[config.mk]
export PLATFORM = sky130hd
export DESIGN_NAME = ric_fifo
export DESIGN_NICKNAME = d
export VERILOG_FILES = /design/src/ric_fifo.sv
export SDC_FILE = /design/constraint.sdc
export NUM_CORES = 1
export LEC_CHECK = 0
export BUFFER_PORTS_ARGS = -buffer_cell sky130_fd_sc_hd__buf_2
export CORE_MARGIN = 5
export CORE_UTILIZATION = 56
export CTS_BUF_LIST = sky130_fd_sc_hd__clkbuf_4 sky130_fd_sc_hd__clkbuf_8
export DETAILED_ROUTE_END_ITERATION = 7
export GPL_TIMING_DRIVEN = 1
export PLACE_DENSITY = 0.85
export RECOVER_POWER = 100
export SLEW_MARGIN = 30
export SYNTH_ARGS = -nofsm -noshare
export SYNTH_HDL_FRONTEND = slang
export SYNTH_SLANG_ARGS = --single-unit
export TNS_END_PERCENT = 30
[constraint.sdc]
create_clock -name i_clk -period 2.55 [get_ports i_clk]
set_clock_uncertainty 0.15 [all_clocks]
set_input_delay 0.3825 -clock i_clk [delete_from_list [all_inputs] [get_ports i_clk]]
set_output_delay 0.3825 -clock i_clk [all_outputs]
set_load 0.02 [all_outputs]
[src/ric_fifo.sv]
// Two-entry command queue between the front end and the back end.
// No dependencies.
module ric_fifo #(
    parameter int DW = 8
) (
    input  logic          i_clk,
    input  logic          i_rst_n,
    input  logic          i_push,
    input  logic [DW-1:0] i_data,
    input  logic          i_pop,
    output logic [DW-1:0] o_data,
    output logic          o_empty,
    output logic          o_full
);
    logic [DW-1:0] r_mem [2];
    logic          r_wr_ptr, r_rd_ptr;
    logic [1:0]    r_cnt;

    assign o_empty = (r_cnt == 2'd0);
    assign o_full  = (r_cnt == 2'd2);
    assign o_data  = r_mem[r_rd_ptr];

    always_ff @(posedge i_clk) begin
        if (i_push) begin
            r_mem[r_wr_ptr] <= i_data;
        end
    end

    always_ff @(posedge i_clk) begin
        if (!i_rst_n) begin
            r_wr_ptr <= 1'b0;
            r_rd_ptr <= 1'b0;
            r_cnt    <= 2'd0;
        end else begin
            if (i_push) begin
                r_wr_ptr <= ~r_wr_ptr;
            end
            if (i_pop) begin
                r_rd_ptr <= ~r_rd_ptr;
            end
            case ({i_push, i_pop})
                2'b10:   r_cnt <= r_cnt + 2'd1;
                2'b01:   r_cnt <= r_cnt - 2'd1;
                default: r_cnt <= r_cnt;
            endcase
        end
    end

endmodule

==> results by group <==
Outcome
  • Status: finished clean

Cells and area
  • Layout area overhead: 16.6%
  • Final core occ: 70.1%
  • Fin nets: 85
  • Share of cells above drive strength 1: approximately 28%
  • Fin cells: 86
  • Inserted Diodes: 0

Global route
  • Grt met1 use: 14.5%
  • Largest net degree at the start of global routing: 12
  • Remaining Overflow, GRT: 0
  • Vias in the first global route: around 460
  • GR Util met2: 25.7%
  • Gr busiest metal: met2
  • M3 GR Usage: between 4 and 5%
  • Gr usage total: 13.6%
  • Initial antenna violation count: 0
  • First-pass GRT wire length: 2030 microns

Worst setup path
  • R2r worst-path depth: 1
  • Reg2reg start: r_wr_ptr
  • Worst Path Arrival: 1.40 ns
  • Crit path kind: reg2out
  • Critical-path maximum fanout: 8
  • CP startpoint kind: register
  • Crit end category: primary output
  • CP required: 2.02 ns
  • Crit path to: o_data[6]
  • Reg2reg end: r_mem[0][2]
  • Reg-to-reg slack, setup: 1.12 ns

Yosys
  • Synth top cells by count: 16 x edfxtp_1, 8 x mux2_2, 5 x dfxtp_1
  • Syn_area_per_cell: 16.9 sq um
  • Yosys top cell area share: 60.7%
  • Syn_nets: 60
  • Synthesis Warnings: 0
  • Mapped Area: 792 sq um
  • Synth Instances: between 40 and 50
  • Prevailing post-synth register cell: edfxtp_1
  • Count of different cell masters after synthesis: 16
  • Ys async rst share: 0%
  • Most common cell in the netlist: edfxtp_1
  • Yosys reg bits: 21
  • Dominant cell type by area after synthesis: edfxtp_1
  • Sequential-to-total area share from yosys stat: 73.3%
  • Largest cells by area after synthesis: edfxtp_1 61%, dfxtp_1 13%, mux2_2 11%
  • Post-synth EDFFs: 16

STA
  • Slew @ Worst Pin: 0.735 ns
  • Final hold vios: 0
  • Setup TNS: 0 ns
  • Max_slew headroom: 50.8%
  • Max Fclk: 518 MHz
  • Tcrit/Tclk final: between 70% and 80%
  • Final-report max-slew violation count: 0
  • RSZ-0062 raised after global routing: no
  • Final setup viols: 0
  • Minimum clock period: 1.93 ns

Power
  • Sw frac: 23.7%
  • NetSw: 0.156 mW
  • Leak pwr: 0.332 nW
  • Clk pwr share: between 20% and 30%
  • Overall power: 0.659 mW
  • Combinational share of power: about 14%
  • Internal: 0.503 mW
  • Pwr Density: 714 nW/um^2
  • Worst IR drop on VDD: ~0.00046 V
  • Flop pwr share: about three fifths

Die
  • I/O pins: 22
  • Initial Util: about three fifths
  • Num rows: 13
  • Die area: 2270 sq um
  • Die height: 47.6 microns
  • Core area: roughly 1300 sq um
  • Die width: around 48 microns

Clocking
  • Hold buffers post-CTS: 0
  • Post-CTS Resized: 0
  • Setup Fix Bufs, Post-CTS: 0
  • Clock sink count: 21
  • CTS tree: built
  • Worst-Skew Late Latency: a little under 0.3 ns
  • Clk buf depth: 2
  • CTS clk-pin slew, worst paths: 0.11 ns
  • Cts bufs inserted: 3
  • H-tree Lvls: 1
  • Root buffer cell: clkbuf_4

Min path
  • Worst hold path type: in2reg

Detailed routing
  • Drt first pass iters: 2
  • ANT nets after route: 0
  • Remaining DRCs: 0
  • Drt total wl: 1310 microns
  • Via count: 447
  • Via density per instance: 5.20
  • Avg WL per Cell: 15.3 microns
  • Initial DRC count: 5

Place
  • PortBufs: 21
  • Cells after DPL: 82
  • Routability cong.: 0.643
  • Hpwl dp: 1010 microns

Run
  • Max Cap Viol: 0
cell type report:
cell class,instances,area (sq um)
Fill cell,100,394
Inverter,1,3.75
Clock buffer,4,30.0
Multi-Input combinational cell,24,203
Sequential cell,21,581
Timing Repair Buffer,21,87.6
Tap cell,15,18.8
per-stage QoR:
step	worst slack [ns]	instance area, sq um	hold WS (ns)
final	0.618	923	0.125
after global placement	0.939	911	0.333
after floorplan	1.15	792	0.316
after detailed placement	0.931	911	0.350
after CTS	0.616	941	0.119
after global routing	0.554	923	0.0992
how the worst min path moves through the flow:
stage               from  slack (ns)  cells after the start          end
2_1_floorplan   r_cnt[1]        0.32                      2     r_cnt[1]
3_3_place_gp    r_cnt[1]        0.33                      2     r_cnt[1]
3_5_place_dp    r_cnt[1]        0.35                      2     r_cnt[1]
4_1_cts        i_data[5]        0.12                      1  r_mem[1][5]
5_1_grt        i_data[5]         0.1                      1  r_mem[1][5]
6_report       i_data[7]        0.12                      1  r_mem[1][7]
power groups by stage:
stage	Combinational, mW	Clock, mW	Sequential [mW]
4_1_cts	0.102	0.164	0.406
3_5_place_dp	0.102	0	0.413
3_3_place_gp	0.0981	0	0.412
2_1_floorplan	0.0725	0	0.406
5_1_grt	0.102	0.183	0.408
6_report	0.0952	0.159	0.405
cell families after synthesis:
logic type / share of synthesized area (%)
xor gates and xnor gates: 3.32
adders and majority gates: 1.58
DFF: 73.3
buffers and inverters: 1.10
muxes: 11.4
and+or+nand+nor: 6.79
AOI/OAI and AO/OA: 2.53
registers in the layout, indices dropped and copies added (netlist names), named ones only:
name / flops
r_mem: 16
r_rd_ptr: 1
r_wr_ptr: 1
r_cnt: 2
cell usage in the layout (no fill, tap or decap), types with 2 or more instances in the layout:
cell	count
mux2_2	8
edfxtp_1	16
and2_0	3
nor2_1	2
buf_2	7
clkbuf_4	4
xnor2_1	2
clkbuf_1	14
dfxtp_1	5
critical path: stages, from the launching register on:
cell      delay (ns)
dfxtp_1         0.55
mux2_2          0.39
clkbuf_1        0.17
per-layer routing:
layer	vias to the layer above	part of all wire, %	wire (microns)
met5	-	0	0
met4	0	0.53	7
met2	15	53	691
met1	212	39	511
li1	218	-	-
met3	2	7.7	101
Note: power is estimated with default switching activity, not from simulation.
