**src/ric_pkg.sv**
```systemverilog
// Package for the receive ring chunker: kind, action and register codes,
// reset values and the command that passes from the front end to the back end.
// No dependencies.
package ric_pkg;

    localparam int CFG_W   = 11;
    localparam int IDX_W   = 2;
    localparam int LEN_W   = 7;
    localparam int LVL_W   = 11;
    localparam int CHUNK_W = 11;
    localparam int SIL_W   = 5;
    localparam int DROP_W  = 16;

    localparam logic [SIL_W-1:0]  SIL_MAX  = '1;
    localparam logic [DROP_W-1:0] DROP_MAX = '1;

    localparam logic [1:0] ACT_BYTE = 2'd0;
    localparam logic [1:0] ACT_TICK = 2'd1;
    localparam logic [1:0] ACT_READ = 2'd2;

    localparam logic [IDX_W-1:0] CFG_WATERMARK = 2'd0;
    localparam logic [IDX_W-1:0] CFG_MAX_CHUNK = 2'd1;
    localparam logic [IDX_W-1:0] CFG_SILENCE   = 2'd2;

    localparam logic [CFG_W-1:0] WATERMARK_RST = 11'd256;
    localparam logic [CFG_W-1:0] MAX_CHUNK_RST = 11'd256;
    localparam logic [SIL_W-1:0] SILENCE_RST   = 5'd3;

    typedef enum logic [2:0] {
        K_ACK   = 3'd0,
        K_CHUNK = 3'd1,
        K_OVF   = 3'd2,
        K_READ  = 3'd3,
        K_EMPTY = 3'd4
    } t_kind;

    typedef struct packed {
        t_kind               kind;
        logic [CHUNK_W-1:0]  chunk;
        logic                sil;
        logic [LEN_W-1:0]    cnt;
        logic [LVL_W-1:0]    level;
        logic                ovf;
        logic [DROP_W-1:0]   drop;
    } t_cmd;

endpackage

```
**src/ric_front.sv**
```systemverilog
// Front end of the receive ring chunker: takes requests, updates the ring
// pointers and counters, and issues one command per request. Uses ric_pkg.
module ric_front #(
    parameter int RING_BITS = 11,
    parameter int MAX_READ  = 64
) (
    input  logic                        i_clk,
    input  logic                        i_rst_n,
    input  logic                        i_take,
    input  logic [1:0]                  i_action,
    input  logic [7:0]                  i_rx_byte,
    input  logic [ric_pkg::LEN_W-1:0]   i_max_read_len,
    input  logic                        i_queue_accepts,
    input  logic                        i_cfg_we,
    input  logic [ric_pkg::IDX_W-1:0]   i_cfg_idx,
    input  logic [ric_pkg::CFG_W-1:0]   i_cfg_wdata,
    output ric_pkg::t_cmd               o_cmd,
    output logic [RING_BITS-1:0]        o_rd_addr,
    output logic                        o_wr_en,
    output logic [RING_BITS-1:0]        o_wr_addr,
    output logic [7:0]                  o_wr_data
);
    import ric_pkg::*;

    localparam int CMPW = (RING_BITS + 1 > CFG_W) ? RING_BITS + 1 : CFG_W;
    localparam logic [CMPW-1:0] RING_SIZE = CMPW'(1) << RING_BITS;
    localparam logic [CMPW-1:0] RING_HALF = RING_SIZE >> 1;
    localparam logic [LEN_W-1:0] READ_CAP = LEN_W'(MAX_READ);

    logic [RING_BITS-1:0] r_wp, r_rp, r_pp, r_lsw;
    logic [RING_BITS-1:0] n_wp, n_rp, n_pp, n_lsw;
    logic [SIL_W-1:0]     r_sil, n_sil;
    logic                 r_ovf, n_ovf;
    logic [DROP_W-1:0]    r_drop, n_drop;
    logic [CFG_W-1:0]     r_wm, r_mcs;
    logic [SIL_W-1:0]     r_st;

    logic [RING_BITS-1:0] used, avail, new_used;
    logic [CMPW-1:0]      free_x, avail_x, mcs_x, chunk_x, take_x, want_x, used_x, lvl_x;
    logic [SIL_W-1:0]     sil_cnt;
    logic [LEN_W-1:0]     want;
    logic                 event_hit;
    t_cmd                 cmd;

    always_comb begin
        used     = r_wp - r_rp;
        avail    = r_wp - r_pp;
        free_x   = RING_SIZE - CMPW'(used);
        avail_x  = CMPW'(avail);
        mcs_x    = CMPW'(r_mcs);
        chunk_x  = (avail_x < mcs_x) ? avail_x : mcs_x;
        want     = (i_max_read_len > READ_CAP) ? READ_CAP : i_max_read_len;
        want_x   = CMPW'(want);
        take_x   = (CMPW'(used) < want_x) ? CMPW'(used) : want_x;
        new_used = used - RING_BITS'(take_x);
        if (r_wp == r_lsw) begin
            sil_cnt = (r_sil == SIL_MAX) ? r_sil : r_sil + 1'b1;
        end else begin
            sil_cnt = '0;
        end

        n_wp      = r_wp;
        n_rp      = r_rp;
        n_pp      = r_pp;
        n_lsw     = r_lsw;
        n_sil     = r_sil;
        n_ovf     = r_ovf;
        event_hit = 1'b0;
        cmd       = '0;
        cmd.kind  = K_ACK;
        o_wr_en   = 1'b0;

        case (i_action)
            ACT_BYTE: begin
                if (!r_ovf) begin
                    o_wr_en = i_take;
                    n_wp    = r_wp + 1'b1;
                end
            end
            ACT_TICK: begin
                if (!r_ovf) begin
                    if (free_x <= CMPW'(r_wm)) begin
                        n_ovf     = 1'b1;
                        event_hit = 1'b1;
                        cmd.kind  = K_OVF;
                    end else begin
                        n_lsw = r_wp;
                        n_sil = sil_cnt;
                        if (sil_cnt >= r_st) begin
                            n_sil = '0;
                            if (avail != '0) begin
                                event_hit = 1'b1;
                                cmd.kind  = K_CHUNK;
                                cmd.sil   = 1'b1;
                                cmd.chunk = chunk_x[CHUNK_W-1:0];
                                n_pp      = r_pp + RING_BITS'(chunk_x);
                            end
                        end else if (avail_x >= mcs_x) begin
                            event_hit = 1'b1;
                            cmd.kind  = K_CHUNK;
                            cmd.chunk = r_mcs;
                            n_pp      = r_pp + RING_BITS'(mcs_x);
                        end
                    end
                end
            end
            ACT_READ: begin
                if (want != '0) begin
                    n_rp = r_rp + RING_BITS'(take_x);
                    if (r_ovf && (RING_SIZE - CMPW'(new_used) >= RING_HALF)) begin
                        n_ovf = 1'b0;
                    end
                end
                cmd.cnt  = take_x[LEN_W-1:0];
                cmd.kind = (take_x == '0) ? K_EMPTY : K_READ;
            end
            default: begin
                cmd.kind = K_ACK;
            end
        endcase

        n_drop = r_drop;
        if (event_hit && !i_queue_accepts && r_drop != DROP_MAX) begin
            n_drop = r_drop + 1'b1;
        end

        used_x    = CMPW'(RING_BITS'(n_wp - n_rp));
        lvl_x     = used_x;
        cmd.level = lvl_x[LVL_W-1:0];
        cmd.ovf   = n_ovf;
        cmd.drop  = n_drop;
    end

    assign o_cmd     = cmd;
    assign o_rd_addr = r_rp;
    assign o_wr_addr = r_wp;
    assign o_wr_data = i_rx_byte;

    always_ff @(posedge i_clk) begin
        if (!i_rst_n) begin
            r_wp   <= '0;
            r_rp   <= '0;
            r_pp   <= '0;
            r_lsw  <= '0;
            r_sil  <= '0;
            r_ovf  <= 1'b0;
            r_drop <= '0;
        end else if (i_take) begin
            r_wp   <= n_wp;
            r_rp   <= n_rp;
            r_pp   <= n_pp;
            r_lsw  <= n_lsw;
            r_sil  <= n_sil;
            r_ovf  <= n_ovf;
            r_drop <= n_drop;
        end
    end

    always_ff @(posedge i_clk) begin
        if (!i_rst_n) begin
            r_wm  <= WATERMARK_RST;
            r_mcs <= MAX_CHUNK_RST;
            r_st  <= SILENCE_RST;
        end else if (i_cfg_we) begin
            case (i_cfg_idx)
                CFG_WATERMARK: r_wm  <= i_cfg_wdata;
                CFG_MAX_CHUNK: r_mcs <= i_cfg_wdata;
                CFG_SILENCE:   r_st  <= i_cfg_wdata[SIL_W-1:0];
                default: begin
                end
            endcase
        end
    end

endmodule

```
**config.mk**
```make
export PLATFORM = sky130hd
export DESIGN_NAME = ric_front
export DESIGN_NICKNAME = d
export VERILOG_FILES = /design/src/ric_pkg.sv /design/src/ric_front.sv
export SDC_FILE = /design/constraint.sdc
export NUM_CORES = 1
export LEC_CHECK = 0
export ABC_CLOCK_PERIOD_IN_PS = 10300
export BUFFER_PORTS_ARGS = -buffer_cell sky130_fd_sc_hd__clkbuf_2
export CORE_MARGIN = 2
export CORE_UTILIZATION = 25
export DETAILED_ROUTE_END_ITERATION = 8
export GPL_TIMING_DRIVEN = 0
export SLEW_MARGIN = 20
export SYNTH_ARGS = -nofsm -noshare
export SYNTH_HDL_FRONTEND = slang
export SYNTH_SLANG_ARGS = --single-unit
```
**constraint.sdc**
```tcl
create_clock -name i_clk -period 10.3 [get_ports i_clk]
set_clock_uncertainty 0.15 [all_clocks]
set_input_delay 1.03 -clock i_clk [delete_from_list [all_inputs] [get_ports i_clk]]
set_output_delay 1.03 -clock i_clk [all_outputs]
set_load 0.05 [all_outputs]
```
==> metrics.csv <==
stage,metric,value,unit
run_status,status,"finished, final reports clean",
global_routing,grt_max_degree,18,
finish,drive_gt1_share,13.1,%
finish,final.fill_count,3673,
power,ir_drop,0.0663,mV
critical_path,cp_num_buf_inv,3,
drt,top_layer,met4,
timing,setup_ws,1.01,ns
critical_path,endpoint_kind,output port,
timing,hold_violations,0,
finish,fin_nets,1345,
power,leakage,4.43,nW
finish,antenna_cells,0,
drt,antenna_left,0,
synth,ys_ff_latch,93,
die,initial_core_util,25.4,%
critical_path,r2r_cells,24,
global_routing,overflow,0,
global_routing,grt_pass1_vias,7635,
critical_path,cp.arrival,8.11,ns
timing,worst_slew_pin_slew,0.856,ns
die,core-area,33500,µm²
global_routing,grt_pass1_wl,40.3,mm
critical_path,critPathMaxStageDelay,0.65,ns
worst_hold_path,hp-class,reg -> reg,
drt,drt-total-wl,25.4,mm
power,p_per_area,118,nW/µm²
placed_design,place_hpwl,20.7,mm
drt,drc,0,
synth,ys.flop_type,dfxtp_1,
drt,wl_met3,1.20,mm
drt,drt_first_pass_iters,5,
clock_tree,cts_tree,built,
synth,syn_area_per_cell,7.82,µm²
synth,syn_area,8510,µm²
critical_path,rrSetupSlack,3.41,ns
die,rows,67,
timing,period_needed,9.29,ns
timing,max_freq,108,MHz
clock_tree,cts_resized,0,
clock_tree,clk_pin_slew_worst_paths,0.07,ns
drt,wl_per_cell,15.3,µm
clock_tree,insertion_delay,0.36,ns
critical_path,path_depth,27,
global_routing,grt_usage,14.3,%
drt,wl_met2,11.5,mm
flow_run,maxCapViolCount,0,
clock_tree,h-tree-depth,3,
placed_design,port_buffers,106,
synth,netlist_instances,1088,
timing,setup_violations,0,
synth,yosysWarnings,0,
die,dieWidth,188,µm
critical_path,crit_start,o_wr_addr[0],
timing,setup_tns,0,ns
clock_tree,postCtsSetupRepairBufs,0,
critical_path,cp_top_family,adder cells,
timing,slew_headroom,42.3,%
clock_tree,cts_buffers,9,
timing,worst_hold_slack,0.348,ns
finish,area_growth,16.3,%
synth,yosysSeqAreaShare,21.9,%
critical_path,r2r_end,r_ovf,
critical_path,crit_fanout,10,
drt,wl_met1,12.1,mm
clock_tree,ctsHoldBuffers,0,
clock_tree,clock_path_buffers,2,
timing,rsz0062_at_grt,no,
synth,synthArstFlopShare,0,%
timing,final.period_utilization,90.2,%
drt,num_vias,7904,
drt,via_per_inst,4.76,
timing,drv_slew,0,
global_routing,antenna_found_initial,0,
critical_path,critPathLaunchType,register,
placed_design,preCtsSetupSlack,1.40,ns
die,die_h,188,µm
critical_path,r2r-start,o_wr_addr[0],
placed_design,gp_congestion,0.869,
critical_path,crit_slowest_cell,or4b_2,
die,die_area,35500,µm²
synth,synth_cell_type_count,69,
critical_path,critPathKind,reg -> out,
critical_path,required,9.12,ns
clock_tree,clock_sinks,93,
synth,synth-edff-count,0,
clock_tree,cts-root-buf,clkbuf_16,
critical_path,crit_end,o_cmd[26],
drt,drtIter0Drc,457,
die,ioPinCount,116,
-- metal layers --
metal / up-vias / GRT usage, %
met2: 201 / 23.7
li1: 3992 / -
met3: 30 / 1.92
met4: 0 / 4.78
met5: - / 0
met1: 3681 / 19.2
-- synth_stat cells (all sizes together), types with 31 or more instances --
library cell    n  share of area, %
xnor2          50               5.1
a21oi          62               3.6
nor2          144               6.4
nand2          69               3.0
dfxtp          93                22
xor2           50               5.1
clkbuf         31               1.4
o21ai          46               2.7
nand3          37               2.3
inv            82               3.6
mux2i          52               6.1
ha             97                14
-- through the flow --
| stage | util (%) | power, mW | std cells | area, µm² |
|---|---|---|---|---|
| 4_1_cts | 29.5 | 1.18 | 1660 | 9890 |
| 3_3_place_gp | 28.6 | 0.837 | 1644 | 9610 |
| 5_1_grt | 29.5 | 1.24 | 1660 | 9890 |
| 3_5_place_dp | 28.6 | 0.844 | 1644 | 9610 |
| 2_1_floorplan | - | 0.735 | 1090 | 8520 |
| 6_report | 29.5 | 1.17 | 1660 | 9890 |
-- registers in the layout, summed over array words and instances (netlist names) --
name and count:
r_wm 11, r_drop 16, r_st 5, r_pp 11, r_mcs 11, r_sil 5
o_wr_addr 11, o_rd_addr 11, r_ovf 1, r_lsw 11
-- where the power goes --
part	internal, mW	switching [mW]	total [mW]	leakage [nW]
clock network	0.168	0.165	0.334	0.132
registers	0.367	0.0103	0.378	0.753
logic	0.158	0.302	0.460	3.55
-- worst min-delay path, cell delays in order (launching register included) --
cell and delay [ns]:
dfxtp_1 0.34, mux2i_1 0.07, nand2_1 0.06
-- cell families after synthesis --
kind of cell	Yosys count	share of synthesized area [%]
simple gates	381	21.7
compound gates	220	17.1
buf+inv	132	6.38
fa+ha+maj	103	15.7
xor+xnor	100	10.3
flops	93	21.9
mux	58	6.91
other cells	1	0.0441
-- area by class of cell --
class                   instances  area (µm²)  share of cell area [%]
clock inverters                 6        57.6                   0.582
repair buffers                106         531                    5.36
inverters                      83         312                    3.15
clock buffers                  10         229                    2.31
plain buffers                  49         231                    2.34
multi-input cells             865        6110                    61.8
flip-flops and latches         93        1860                    18.8
well taps                     448         561                    5.67
-- how the worst min path moves through the flow --
stage               from   endpoint  slack (ns)  cells past startpoint
2_1_floorplan  r_drop[1]  r_drop[1]        0.30                      2
3_3_place_gp   r_drop[1]  r_drop[1]        0.32                      2
3_5_place_dp     r_st[0]    r_st[0]        0.33                      2
4_1_cts          r_st[0]    r_st[0]        0.35                      2
5_1_grt          r_st[0]    r_st[0]        0.36                      2
6_report         r_st[0]    r_st[0]        0.35                      2
-- placed cells by master (no fill, tap or decap), types with 7 or more instances in the layout --
master and instances:
clkbuf_1 32, nand3_1 36, and3_1 15, nand4_1 16, a31oi_1 8, nand2b_1 15, dfxtp_1 93, and2_1 9
nor3_1 14, buf_4 9, nand2_1 69, ha_1 97, o21a_1 12, clkbuf_16 9, nor2_1 143, a21oi_1 62
nand3b_1 8, o21ai_0 41, xor2_1 50, clkbuf_2 106, nor4_1 9, a22oi_1 7, xnor2_1 50, inv_1 82
a211oi_1 9, a21o_1 27, nor2b_1 29, mux2i_1 52
Note: power is estimated with default switching activity, not from simulation.
